[src/lcgr_pkg.sv]
`timescale 1ns / 1ps
// ----------------------------------------------------------------------------
// lcgr_pkg
// Types and constants shared by the ranged random integer generator.
// ----------------------------------------------------------------------------
package lcgr_pkg;

   // Generator recurrence: state = LcgMul * state + LcgAdd (mod 2^32).
   localparam int unsigned StateWidth = 32;
   localparam logic [StateWidth-1:0] LcgMul = 32'd214013;
   localparam logic [StateWidth-1:0] LcgAdd = 32'd2531011;

   // One draw is bits 30..16 of the new state.
   localparam int unsigned DrawShift  = 16;
   localparam int unsigned DrawBits   = 15;

   // A combined draw holds two draws, the second one shifted up by DrawShift.
   localparam int unsigned DrawWidth  = DrawShift + DrawBits;

   // Range width |high - low + 1| needs one bit more than a data word.
   localparam int unsigned ModWidth   = StateWidth + 1;
   localparam int unsigned CountWidth = $clog2(DrawWidth);

   // Threshold on |high - low| at or above which a second draw is taken.
   localparam logic [ModWidth-1:0] WideLimitPos = 33'h0_0000_8000;
   localparam logic [ModWidth-1:0] WideLimitNeg = 33'h1_FFFF_8000;

   // Controls from the sequencer to the generator.
   typedef struct packed {
      logic                  load;
      logic                  advance;
      logic [StateWidth-1:0] seed;
   } lcgr_lcg_ctl_type;

   // Status of the shared divider.
   typedef struct packed {
      logic busy;
      logic done;
   } lcgr_div_sts_type;

endpackage

[src/lcgr_req_if.sv]
`timescale 1ns / 1ps
// ----------------------------------------------------------------------------
// lcgr_req_if
// Request channel: one item carries the lower and upper bound of a range.
// ----------------------------------------------------------------------------
interface lcgr_req_if;
   logic               valid;
   logic               ready;
   logic signed [31:0] range_low;
   logic signed [31:0] range_high;

   modport source (output valid, output range_low, output range_high, input ready);
   modport sink   (input valid, input range_low, input range_high, output ready);
endinterface

[src/lcgr_rsp_if.sv]
`timescale 1ns / 1ps
// ----------------------------------------------------------------------------
// lcgr_rsp_if
// Response channel: one item carries the random value and the range error flag.
// ----------------------------------------------------------------------------
interface lcgr_rsp_if;
   logic               valid;
   logic               ready;
   logic signed [31:0] random_value;
   logic               range_error;

   modport source (output valid, output random_value, output range_error, input ready);
   modport sink   (input valid, input random_value, input range_error, output ready);
endinterface

[src/lcgr_lcg.sv]
`timescale 1ns / 1ps
// ----------------------------------------------------------------------------
// lcgr_lcg
// Linear congruential generator state with seed load and single-step advance.
// ----------------------------------------------------------------------------
module lcgr_lcg
   import lcgr_pkg::*;
(
   input  logic                  clock,
   input  logic                  reset,
   input  lcgr_lcg_ctl_type      ctl,
   output logic [DrawBits-1:0]   draw
);

   logic [StateWidth-1:0] state_ff;
   logic [StateWidth-1:0] step;
   logic [StateWidth-1:0] state_in;

   // Next state of the recurrence, truncated to 32 bits.
   always_comb begin
      step = StateWidth'(state_ff * LcgMul) + LcgAdd;
      if (ctl.load) begin
         state_in = ctl.seed;
      end else if (ctl.advance) begin
         state_in = step;
      end else begin
         state_in = state_ff;
      end
   end

   // The draw is taken from the state being produced by this advance.
   assign draw = step[DrawShift +: DrawBits];

   always_ff @(posedge clock) begin
      if (reset) begin
         state_ff <= '0;
      end else begin
         state_ff <= state_in;
      end
   end

endmodule

[src/lcgr_div.sv]
`timescale 1ns / 1ps
// ----------------------------------------------------------------------------
// lcgr_div
// Radix-2 restoring remainder unit: one dividend bit per cycle.
// ----------------------------------------------------------------------------
module lcgr_div
   import lcgr_pkg::*;
(
   input  logic                  clock,
   input  logic                  reset,
   input  logic                  start,
   input  logic [DrawWidth-1:0]  dividend,
   input  logic [ModWidth-1:0]   divisor,
   output lcgr_div_sts_type      sts,
   output logic [ModWidth-1:0]   remainder
);

   logic                  busy_ff;
   logic                  done_ff;
   logic [CountWidth-1:0] count_ff;
   logic [DrawWidth-1:0]  dividend_ff;
   logic [ModWidth-1:0]   divisor_ff;
   logic [ModWidth-1:0]   rem_ff;

   logic [ModWidth:0]     trial;
   logic [ModWidth:0]     trial_sub;
   logic [ModWidth-1:0]   rem_in;

   // Shift in the next dividend bit and subtract the divisor when it fits.
   always_comb begin
      trial     = {rem_ff, dividend_ff[DrawWidth-1]};
      trial_sub = trial - {1'b0, divisor_ff};
      if (trial >= {1'b0, divisor_ff}) begin
         rem_in = trial_sub[ModWidth-1:0];
      end else begin
         rem_in = trial[ModWidth-1:0];
      end
   end

   // Control: start loads the operands, then one step per cycle.
   always_ff @(posedge clock) begin
      if (reset) begin
         busy_ff  <= 1'b0;
         done_ff  <= 1'b0;
         count_ff <= '0;
      end else begin
         done_ff <= 1'b0;
         if (start) begin
            busy_ff  <= 1'b1;
            count_ff <= '0;
         end else if (busy_ff) begin
            count_ff <= count_ff + CountWidth'(1);
            if (count_ff == CountWidth'(DrawWidth - 1)) begin
               busy_ff <= 1'b0;
               done_ff <= 1'b1;
            end
         end
      end
   end

   // Datapath registers.
   always_ff @(posedge clock) begin
      if (start) begin
         rem_ff      <= '0;
         dividend_ff <= dividend;
         divisor_ff  <= divisor;
      end else if (busy_ff) begin
         rem_ff      <= rem_in;
         dividend_ff <= {dividend_ff[DrawWidth-2:0], 1'b0};
      end
   end

   assign sts.busy  = busy_ff;
   assign sts.done  = done_ff;
   assign remainder = rem_ff;

endmodule

[src/lcg_ranged_random_integer_top.sv]
`timescale 1ns / 1ps
// Per item the sequencer takes one draw, or two for a wide range, then runs the
// 31-step remainder unit and loads the result; a zero range width skips the division.
// One item is in work at a time, taken the cycle after the previous result is loaded;
// a result that waits for the consumer holds the next item back.
// Reset (synchronous, active high) clears the generator state to 0 and empties the
// output register.
// ----------------------------------------------------------------------------
// lcg_ranged_random_integer_top
// Ranged random integer from a 32-bit linear congruential generator, reduced by
// a shared bit-serial remainder unit under a small sequencer.
// ----------------------------------------------------------------------------
module lcg_ranged_random_integer_top
   import lcgr_pkg::*;
(
   input  logic                  clock,
   input  logic                  reset,
   lcgr_req_if.sink              req_bus,
   lcgr_rsp_if.source            rsp_bus,
   input  logic                  csr_write_enable,
   input  logic [StateWidth-1:0] csr_write_data
);

   typedef enum logic [2:0] {
      ST_IDLE,
      ST_DRAW1,
      ST_DRAW2,
      ST_START,
      ST_DIVIDE,
      ST_FINISH
   } state_type;

   state_type              state_ff;
   logic signed [31:0]     low_ff;
   logic signed [31:0]     high_ff;
   logic [DrawWidth-1:0]   draw_ff;
   logic [ModWidth-1:0]    modulus_ff;
   logic                   error_ff;
   logic                   rsp_valid_ff;
   logic signed [31:0]     rsp_value_ff;
   logic                   rsp_error_ff;

   lcgr_lcg_ctl_type       lcg_ctl;
   logic [DrawBits-1:0]    lcg_draw;
   lcgr_div_sts_type       div_sts;
   logic [ModWidth-1:0]    div_rem;
   logic                   div_start;

   logic [ModWidth-1:0]    diff;
   logic                   wide;
   logic [ModWidth-1:0]    modulus;
   logic                   zero_width;
   logic                   accept;
   logic                   out_free;
   logic [31:0]            sum;

   // Range arithmetic on the held bounds, 33-bit two's complement.
   always_comb begin
      diff       = {high_ff[31], high_ff} - {low_ff[31], low_ff};
      zero_width = (diff == '1);
      if (diff[ModWidth-1]) begin
         wide    = (diff <= WideLimitNeg);
         modulus = ~diff;
      end else begin
         wide    = (diff >= WideLimitPos);
         modulus = diff + ModWidth'(1);
      end
   end

   assign accept   = req_bus.valid && req_bus.ready;
   assign out_free = !rsp_valid_ff || rsp_bus.ready;
   assign sum      = div_rem[31:0] + low_ff;

   // Generator control: seed writes reload the state, draw states advance it.
   always_comb begin
      lcg_ctl.load    = csr_write_enable;
      lcg_ctl.seed    = csr_write_data;
      lcg_ctl.advance = (state_ff == ST_DRAW1) || (state_ff == ST_DRAW2);
   end

   assign div_start = (state_ff == ST_START);

   lcgr_lcg u_lcg (
      .clock (clock),
      .reset (reset),
      .ctl   (lcg_ctl),
      .draw  (lcg_draw)
   );

   lcgr_div u_div (
      .clock     (clock),
      .reset     (reset),
      .start     (div_start),
      .dividend  (draw_ff),
      .divisor   (modulus_ff),
      .sts       (div_sts),
      .remainder (div_rem)
   );

   // Sequencer and output register.
   always_ff @(posedge clock) begin
      if (reset) begin
         state_ff     <= ST_IDLE;
         rsp_valid_ff <= 1'b0;
      end else begin
         if (rsp_valid_ff && rsp_bus.ready) begin
            rsp_valid_ff <= 1'b0;
         end
         case (state_ff)
            ST_IDLE: begin
               if (accept) begin
                  state_ff <= ST_DRAW1;
               end
            end
            ST_DRAW1: begin
               if (zero_width) begin
                  state_ff <= ST_FINISH;
               end else if (wide) begin
                  state_ff <= ST_DRAW2;
               end else begin
                  state_ff <= ST_START;
               end
            end
            ST_DRAW2: begin
               state_ff <= ST_START;
            end
            ST_START: begin
               state_ff <= ST_DIVIDE;
            end
            ST_DIVIDE: begin
               if (div_sts.done) begin
                  state_ff <= ST_FINISH;
               end
            end
            ST_FINISH: begin
               if (out_free) begin
                  rsp_valid_ff <= 1'b1;
                  state_ff     <= ST_IDLE;
               end
            end
            default: begin
               state_ff <= ST_IDLE;
            end
         endcase
      end
   end

   // Item payload registers.
   always_ff @(posedge clock) begin
      if (accept) begin
         low_ff  <= req_bus.range_low;
         high_ff <= req_bus.range_high;
      end
      if (state_ff == ST_DRAW1) begin
         draw_ff    <= {{(DrawWidth - DrawBits){1'b0}}, lcg_draw};
         modulus_ff <= modulus;
         error_ff   <= zero_width;
      end else if (state_ff == ST_DRAW2) begin
         draw_ff    <= draw_ff | {lcg_draw, {DrawShift{1'b0}}};
      end
      if ((state_ff == ST_FINISH) && out_free) begin
         rsp_error_ff <= error_ff;
         rsp_value_ff <= error_ff ? low_ff : $signed(sum);
      end
   end

   assign req_bus.ready        = (state_ff == ST_IDLE);
   assign rsp_bus.valid        = rsp_valid_ff;
   assign rsp_bus.random_value = rsp_value_ff;
   assign rsp_bus.range_error  = rsp_error_ff;

endmodule

[src/flat_wrapper.sv]
// flat-port wrapper written by rule: the top's interface ports become plain ports
module lcg_ranged_random_integer_top_flat import lcgr_pkg::*;
  (clock, reset, csr_write_enable, csr_write_data, req_bus_valid, req_bus_range_low, req_bus_range_high, req_bus_ready, rsp_bus_valid, rsp_bus_random_value, rsp_bus_range_error, rsp_bus_ready);
  lcgr_req_if req_bus_i ();
  lcgr_rsp_if rsp_bus_i ();
  input  logic clock;
  input  logic reset;
  input  logic csr_write_enable;
  input  logic [StateWidth-1:0] csr_write_data;
  input wire logic [$bits(req_bus_i.valid)-1:0] req_bus_valid;
  input wire logic [$bits(req_bus_i.range_low)-1:0] req_bus_range_low;
  input wire logic [$bits(req_bus_i.range_high)-1:0] req_bus_range_high;
  output wire logic [$bits(req_bus_i.ready)-1:0] req_bus_ready;
  output wire logic [$bits(rsp_bus_i.valid)-1:0] rsp_bus_valid;
  output wire logic [$bits(rsp_bus_i.random_value)-1:0] rsp_bus_random_value;
  output wire logic [$bits(rsp_bus_i.range_error)-1:0] rsp_bus_range_error;
  input wire logic [$bits(rsp_bus_i.ready)-1:0] rsp_bus_ready;
  assign req_bus_i.valid = req_bus_valid;
  assign req_bus_i.range_low = req_bus_range_low;
  assign req_bus_i.range_high = req_bus_range_high;
  assign req_bus_ready = req_bus_i.ready;
  assign rsp_bus_valid = rsp_bus_i.valid;
  assign rsp_bus_random_value = rsp_bus_i.random_value;
  assign rsp_bus_range_error = rsp_bus_i.range_error;
  assign rsp_bus_i.ready = rsp_bus_ready;
  lcg_ranged_random_integer_top u_core (.clock(clock), .reset(reset), .req_bus(req_bus_i), .rsp_bus(rsp_bus_i), .csr_write_enable(csr_write_enable), .csr_write_data(csr_write_data));
endmodule
[config.mk]
export PLATFORM = sky130hd
export DESIGN_NAME = lcg_ranged_random_integer_top_flat
export DESIGN_NICKNAME = d
export VERILOG_FILES = /design/src/lcgr_pkg.sv /design/src/lcgr_req_if.sv /design/src/lcgr_rsp_if.sv /design/src/lcgr_lcg.sv /design/src/lcgr_div.sv /design/src/lcg_ranged_random_integer_top.sv /design/src/flat_wrapper.sv
export SDC_FILE = /design/constraint.sdc
export NUM_CORES = 1
export LEC_CHECK = 0
export BUFFER_PORTS_ARGS = -buffer_cell sky130_fd_sc_hd__buf_4
export CAP_MARGIN = 10
export CORE_MARGIN = 2
export CORE_UTILIZATION = 30
export DETAILED_ROUTE_END_ITERATION = 6
export PLACE_DENSITY = 0.54
export SETUP_SLACK_MARGIN = 0.02
export SLEW_MARGIN = 15
export SYNTH_ARGS = -nofsm -noshare
export SYNTH_HDL_FRONTEND = slang
export SYNTH_SLANG_ARGS = --single-unit
[constraint.sdc]
create_clock -name clock -period 5.7 [get_ports clock]
set_input_delay 0.57 -clock clock [delete_from_list [all_inputs] [get_ports clock]]
set_output_delay 0.57 -clock clock [all_outputs]
set_load 0.03 [all_outputs]
Word-level counts from Yosys, hierarchy flattened
Cells that the tools add are included.
{ "classes": {"addsub": 6, "n_mul": 1, "order_cmp": 3, "eq_ne": 10, "mux": 23, "bitwise": 3, "n_reduce_logical": 13} }
{ "op_table": {"columns": ["op", "n"], "rows": [
  ["$mux W32", 3],
  ["$mux W33", 2],
  ["$mux W31", 2],
  ["$ge A34 B33 Y1", 1],
  ["$add A33 B1 Y33 const B", 1],
  ["$eq A33 B33 Y1 const B", 1],
  ["$ge A33 B16 Y1 const B", 1],
  ["$le A33 B33 Y1 const B", 1],
  ["$not A33 Y33", 1],
  ["$sub A32 B32 Y33", 1],
  ["$sub A33 B33 Y33", 1],
  ["$add A32 B22 Y32 const B", 1],
  ["$add A32 B32 Y32", 1],
  ["$mul A32 B18 Y32 const B", 1],
  ["$or A31 B31 Y31", 1],
  ["$mux W15", 2],
  ["$pmux W3 S6", 1],
  ["$mux W3", 4],
  ["$mux W1", 9],
  ["$eq A3 B2 Y1 const B", 2],
  ["$eq A3 B3 Y1 const B", 2],
  ["$reduce_bool A2 Y1", 3],
  ["$add A5 B1 Y5 const B", 1],
  ["$eq A5 B5 Y1 const B", 1],
  ["11 further kinds", 15]
]} }
{ "word_totals": {"register_bits": 302, "inputBits": 101, "word_cells": 76} }

Depth between registers and ports, before layout
{ "logic_depth": {"depth_word": 6, "mapped_depth": 24, "ltp_nobuf": 24} }

Cells and area by module
A second synthesis with hierarchy kept.
{ "hier_totals": {"hier_cells": 2613, "area_unflattened_um2": 25336.8} }
{ "by_module_without_submodules": {"columns": ["mod", "instances", "cells_per_inst", "area_each_um2"], "rows": [
  ["lcg_ranged_random_integer_top", 1, 1006, 10186.0],
  ["lcgr_lcg", 1, 1009, 9212.6],
  ["lcgr_div", 1, 598, 5938.2]
]} }

Worst setup path before layout
OpenSTA, ideal clock, no wires.
{ "synth_timing": {"kind": "flip-flop to flip-flop", "startpoint": "register u_core.u_lcg.state_ff[11]", "endpoint": "register u_core.u_lcg.state_ff[29]", "setup_time_ns": 0.114, "arrival_time_ns": 6.099, "required_ns": 5.586, "setup_slack_ns": -0.513, "path_stages_with_launch": 22, "n_path_buf": 0, "period_less_slack_ns": 6.213, "path_cell_list": "dfxtp_1 > fa_1 > fa_1 > ha_1 > inv_1 > fa_1 > inv_1 > fa_1 > inv_1 > fa_1 > inv_1 > ha_1 > or4_1 > a2111oi_0 > o31ai_1 > o2111ai_1 > a21oi_2 > o21a_1 > a211o_1 > a21oi_1 > xor2_1 > a2111oi_0"} }
{ "synth_via": {"elab_chain_cells": 4} }
{ "synth_rtl": {"columns": ["element", "line", "source"], "rows": [
  ["from (decl)", "lcgr_lcg.sv:15", "logic [StateWidth-1:0] state_ff;"],
  ["from (signal assigned)", "lcgr_lcg.sv:38", "state_ff <= state_in;"],
  ["$mul A32 B18 Y32", "lcgr_lcg.sv:21", "step = StateWidth'(state_ff * LcgMul) + LcgAdd;"],
  ["$add A32 B22 Y32", "lcgr_lcg.sv:21", null],
  ["$mux W32", "lcgr_lcg.sv:24", "end else if (ctl.advance) begin"],
  ["$mux W32", "lcgr_lcg.sv:22", "if (ctl.load) begin"]
]} }
No other way between the ends. The select of a mux whose other input is x is not followed.
A chain may end at the register's enable or synchronous reset.

Worst setup path in the final report
{ "layout_timing": {"startpoint": "register u_core.u_lcg.state_ff[6]", "endpoint": "register u_core.draw_ff[13] (data pin)"} }
{ "layout_via": {"elab_chain_cells": 3} }
{ "layout_rtl": {"columns": ["element", "line", "source"], "rows": [
  ["$mul A32 B18 Y32", "lcgr_lcg.sv:21", null],
  ["$add A32 B22 Y32", "lcgr_lcg.sv:21", null],
  ["net u_core.lcg_draw[13]", "lcg_ranged_random_integer_top.sv:44", "logic [DrawBits-1:0] lcg_draw;"],
  ["$mux W15", "lcg_ranged_random_integer_top.sv:154", "if (state_ff == ST_DRAW1) begin"],
  ["to (signal assigned)", "lcg_ranged_random_integer_top.sv:155", "draw_ff <= {{(DrawWidth - DrawBits){1'b0}}, lcg_draw};"],
  ["to (signal assigned)", "lcg_ranged_random_integer_top.sv:159", "draw_ff <= draw_ff | {lcg_draw, {DrawShift{1'b0}}};"],
  ["to (decl)", "lcg_ranged_random_integer_top.sv:36", "logic [DrawWidth-1:0] draw_ff;"]
]} }
The timed path passes the listed nets, and every way through them passes these cells.

==> flow_metrics.env <==
export IMPL_outcome="finished with violations"
export IMPL_violations="setup timing"
export IMPL_finClkSkew_ns=0.02534
export IMPL_routed_via_density=4.782
export IMPL_cts_tree="yes"
export IMPL_synth_nets=3035
export IMPL_final_nets=3294
export IMPL_ant_nets=0
export IMPL_synthArstFlopShare=0
export IMPL_cts_root_buf="clkbuf_16"
export IMPL_synth_cells=2522
export IMPL_r2r_slack_ns=-0.32
export IMPL_wl_per_cell_um=17.80
export IMPL_final_max_slew_viol_count=0
export IMPL_synth_area_mm2=0.02475
export IMPL_worst_setup_path_end_kind="register"
export IMPL_maxSlewHeadroom=0.2564
export IMPL_critPathMaxStageDelay_ns=0.55
export IMPL_ys_ff_latch=300
export IMPL_drc=0
export IMPL_startpoint_type="register"
export IMPL_grt_ovfl_total=0
export IMPL_initial_core_util=0.3024
export IMPL_r2r_end="u_core.draw_ff[13]"
export IMPL_ys_seq_area_frac=0.3275
export IMPL_avgSynthCellArea_um2=9.815
export IMPL_ys_flop_type="edfxtp_1"
export IMPL_fin_crit_ns=6.021
export IMPL_yosys_area_top_type="edfxtp_1"
export IMPL_fin_tns_setup_ns=-1.894
export IMPL_drive_gt1_frac=0.1723
export IMPL_area_delta_synth_final_pct=20.10
export IMPL_wirelength_um=69040
export IMPL_cp_cell_sequence="fa_2, inv_2, fa_1, fa_1, inv_1, fa_1, fa_1, inv_1, fa_1, inv_2, ha_4, or4_4, a2111oi_4, o31ai_2, o2111ai_4, a21oi_4, o21a_1, a211o_1, a21oi_2, xor2_1, inv_1"
export IMPL_portBuffers=134
export IMPL_cts_hold_buffers=0
export IMPL_cp_startpoint="u_core.u_lcg.state_ff[6]"
export IMPL_post_place_ws_ns=-0.3899
export IMPL_io_pins=136
export IMPL_worst_pin_slew_ns=1.112
export IMPL_grt_max_degree=65
export IMPL_clock_fmax_mhz=166.1
export IMPL_clk_latency_ns=0.56
export IMPL_crit_path_end="u_core.draw_ff[13]"
export IMPL_cpMostUsedCell="fa_1"
export IMPL_netlist_top_cells_area="edfxtp_1 (25%), fa_1 (14%), ha_1 (12%)"
export IMPL_grt_usage=0.1630
export IMPL_worstSetupPathType="register to register"
export IMPL_critPathRequiredTime_ns=6.00
export IMPL_synth_edf_count=210
export IMPL_clock_path_buffers=3
export IMPL_die_h_um=291.3
export IMPL_drt_iter0_drc=944
export IMPL_grt_pass1_vias=18820
export IMPL_layout_setup_ws_ns=-0.3209
export IMPL_synth_cell_types=96
export IMPL_cts_made_buffers=38
export IMPL_first_pass_iters=5
export IMPL_chipWidth_um=291.3
export IMPL_cp_arrival_ns=6.32
export IMPL_hold_viol=0
export IMPL_diodes=0
export IMPL_hold_class="primary input to register"
export IMPL_r2r_cells=21
export IMPL_fp_coreArea_mm2=0.08185
export IMPL_yosysMostFrequentCell="inv_1"
export IMPL_dieArea_mm2=0.08483
export IMPL_antenna_found_initial=0
export IMPL_cts_sinks=300
export IMPL_cp_max_fo=4
export IMPL_clk_pin_slew_worst_paths_ns=0.06
export IMPL_worst_path_max_delay_cell="fa_1"
export IMPL_htree_levels=2
export IMPL_drv_cap=0
export IMPL_timing_hold_ws_ns=0.1822
export IMPL_setup_viol=17
export IMPL_rows=105
export IMPL_synth_warnings=0
export IMPL_synth_commonest_cells="inv_1 (419), ha_1 (235), nand2_1 (212)"
export IMPL_period_share=1.056
export IMPL_via_count=18550
export IMPL_globalplace_congestion=0.8655
export IMPL_place_detailed_hpwl_um=55320
export IMPL_rsz0062_at_grt="yes"
export IMPL_crit_reg2reg_launch="u_core.u_lcg.state_ff[6]"
export IMPL_grt_pass1_wl_um=108100
export IMPL_post_synth_top_area_fraction=0.2548
-- registers in the layout (all words and copies together) (netlist names), 3 cells and up --
| name | flops |
|---|---|
| u_core.draw_ff | 30 |
| u_core.high_ff | 32 |
| u_core.low_ff | 32 |
| u_core.modulus_ff | 33 |
| u_core.rsp_bus.random_value | 32 |
| u_core.state_ff | 3 |
| u_core.u_div.count_ff | 5 |
| u_core.u_div.dividend_ff | 31 |
| u_core.u_div.divisor_ff | 33 |
| u_core.u_div.remainder | 33 |
| u_core.u_lcg.state_ff | 31 |
-- critical path: cells and delay by family (launching register included) --
| kind | cells | cell delay (ns) |
|---|---|---|
| AO/OA/AOI/OAI | 7 | 1.32 |
| XOR/XNOR | 1 | 0.25 |
| adder cells (fa/ha/maj) | 7 | 2.99 |
| buffers and inverters | 5 | 0.28 |
| flip-flops | 1 | 0.37 |
| AND/OR/NAND/NOR | 1 | 0.55 |
-- area by class of cell --
class                           count  area [µm²]
Multi-Input combinational cell   1734       15230
Inverter                          420        1577
Sequential cell                   300        8142
Clock buffer                       51        1082
Fill cell                        8250       52120
Clock inverter                     17       163.9
Tap cell                         1070        1339
Timing Repair Buffer              287        2198
-- routing by layer --
metal	routed length, µm	share of wire	vias up	track usage
li1	-	-	9213	-
met1	34080	0.49	8952	0.2346
met2	30360	0.44	310	0.2550
met3	2912	0.042	76	0.02291
met4	1677	0.024	0	0.04385
met5	0	0	-	0
-- through the flow --
stage                     utilization  cell area (µm²)  std cells
final                          0.3632            29730       3879
after global placement         0.3435            28120       3802
after floorplan                     -            24930       2522
after global routing           0.3632            29730       3879
after CTS                      0.3610            29550       3875
after detailed placement       0.3435            28120       3802
-- cell usage in the layout (no fill, tap or decap), types with 13 or more instances in the layout --
cell / count
clkbuf_16: 40
o21a_1: 29
xnor2_1: 97
edfxtp_1: 210
nand3_1: 32
o21ai_0: 110
nand4_1: 18
o31ai_1: 15
ha_1: 229
xor2_1: 57
nor3_1: 41
a211oi_1: 14
and3_1: 14
buf_4: 280
nand2_1: 207
a21oi_1: 129
nor2b_1: 13
fa_1: 166
a21o_1: 51
inv_1: 405
or3_1: 14
dfxtp_1: 77
inv_2: 15
mux2i_1: 27
a31oi_1: 19
nand2b_1: 27
o211ai_1: 22
nor2_1: 133
-- repair_timing --
action	4_1_cts	5_1_grt
setup buffers	5	3
pin swaps	37	20
endpoints found under the setup margin	27	38
gates resized for setup	35	33
hold endpoints to repair	0	0
-- worst min-delay path by stage --
stage / start / to / cells after the start
6_report: req_bus_range_high[4] / u_core.high_ff[4] / 1
5_1_grt: req_bus_range_low[4] / u_core.low_ff[4] / 1
4_1_cts: req_bus_range_high[4] / u_core.high_ff[4] / 1
3_5_place_dp: u_core.modulus_ff[19] / u_core.u_div.divisor_ff[19] / 0
3_3_place_gp: u_core.modulus_ff[9] / u_core.u_div.divisor_ff[9] / 0
2_1_floorplan: u_core.modulus_ff[0] / u_core.u_div.divisor_ff[0] / 0
-- cells by family after synthesis --
family,share of synthesized area
AO/OA/AOI/OAI,0.1514
XOR/XNOR,0.05823
adder cells (fa/ha/maj),0.2619
buffers and inverters,0.07511
flip-flops,0.3275
multiplexers,0.01183
AND/OR/NAND/NOR,0.1140
Power is not shown: default switching activity piles up to over one toggle a cycle in this logic, so the estimate is an artifact.
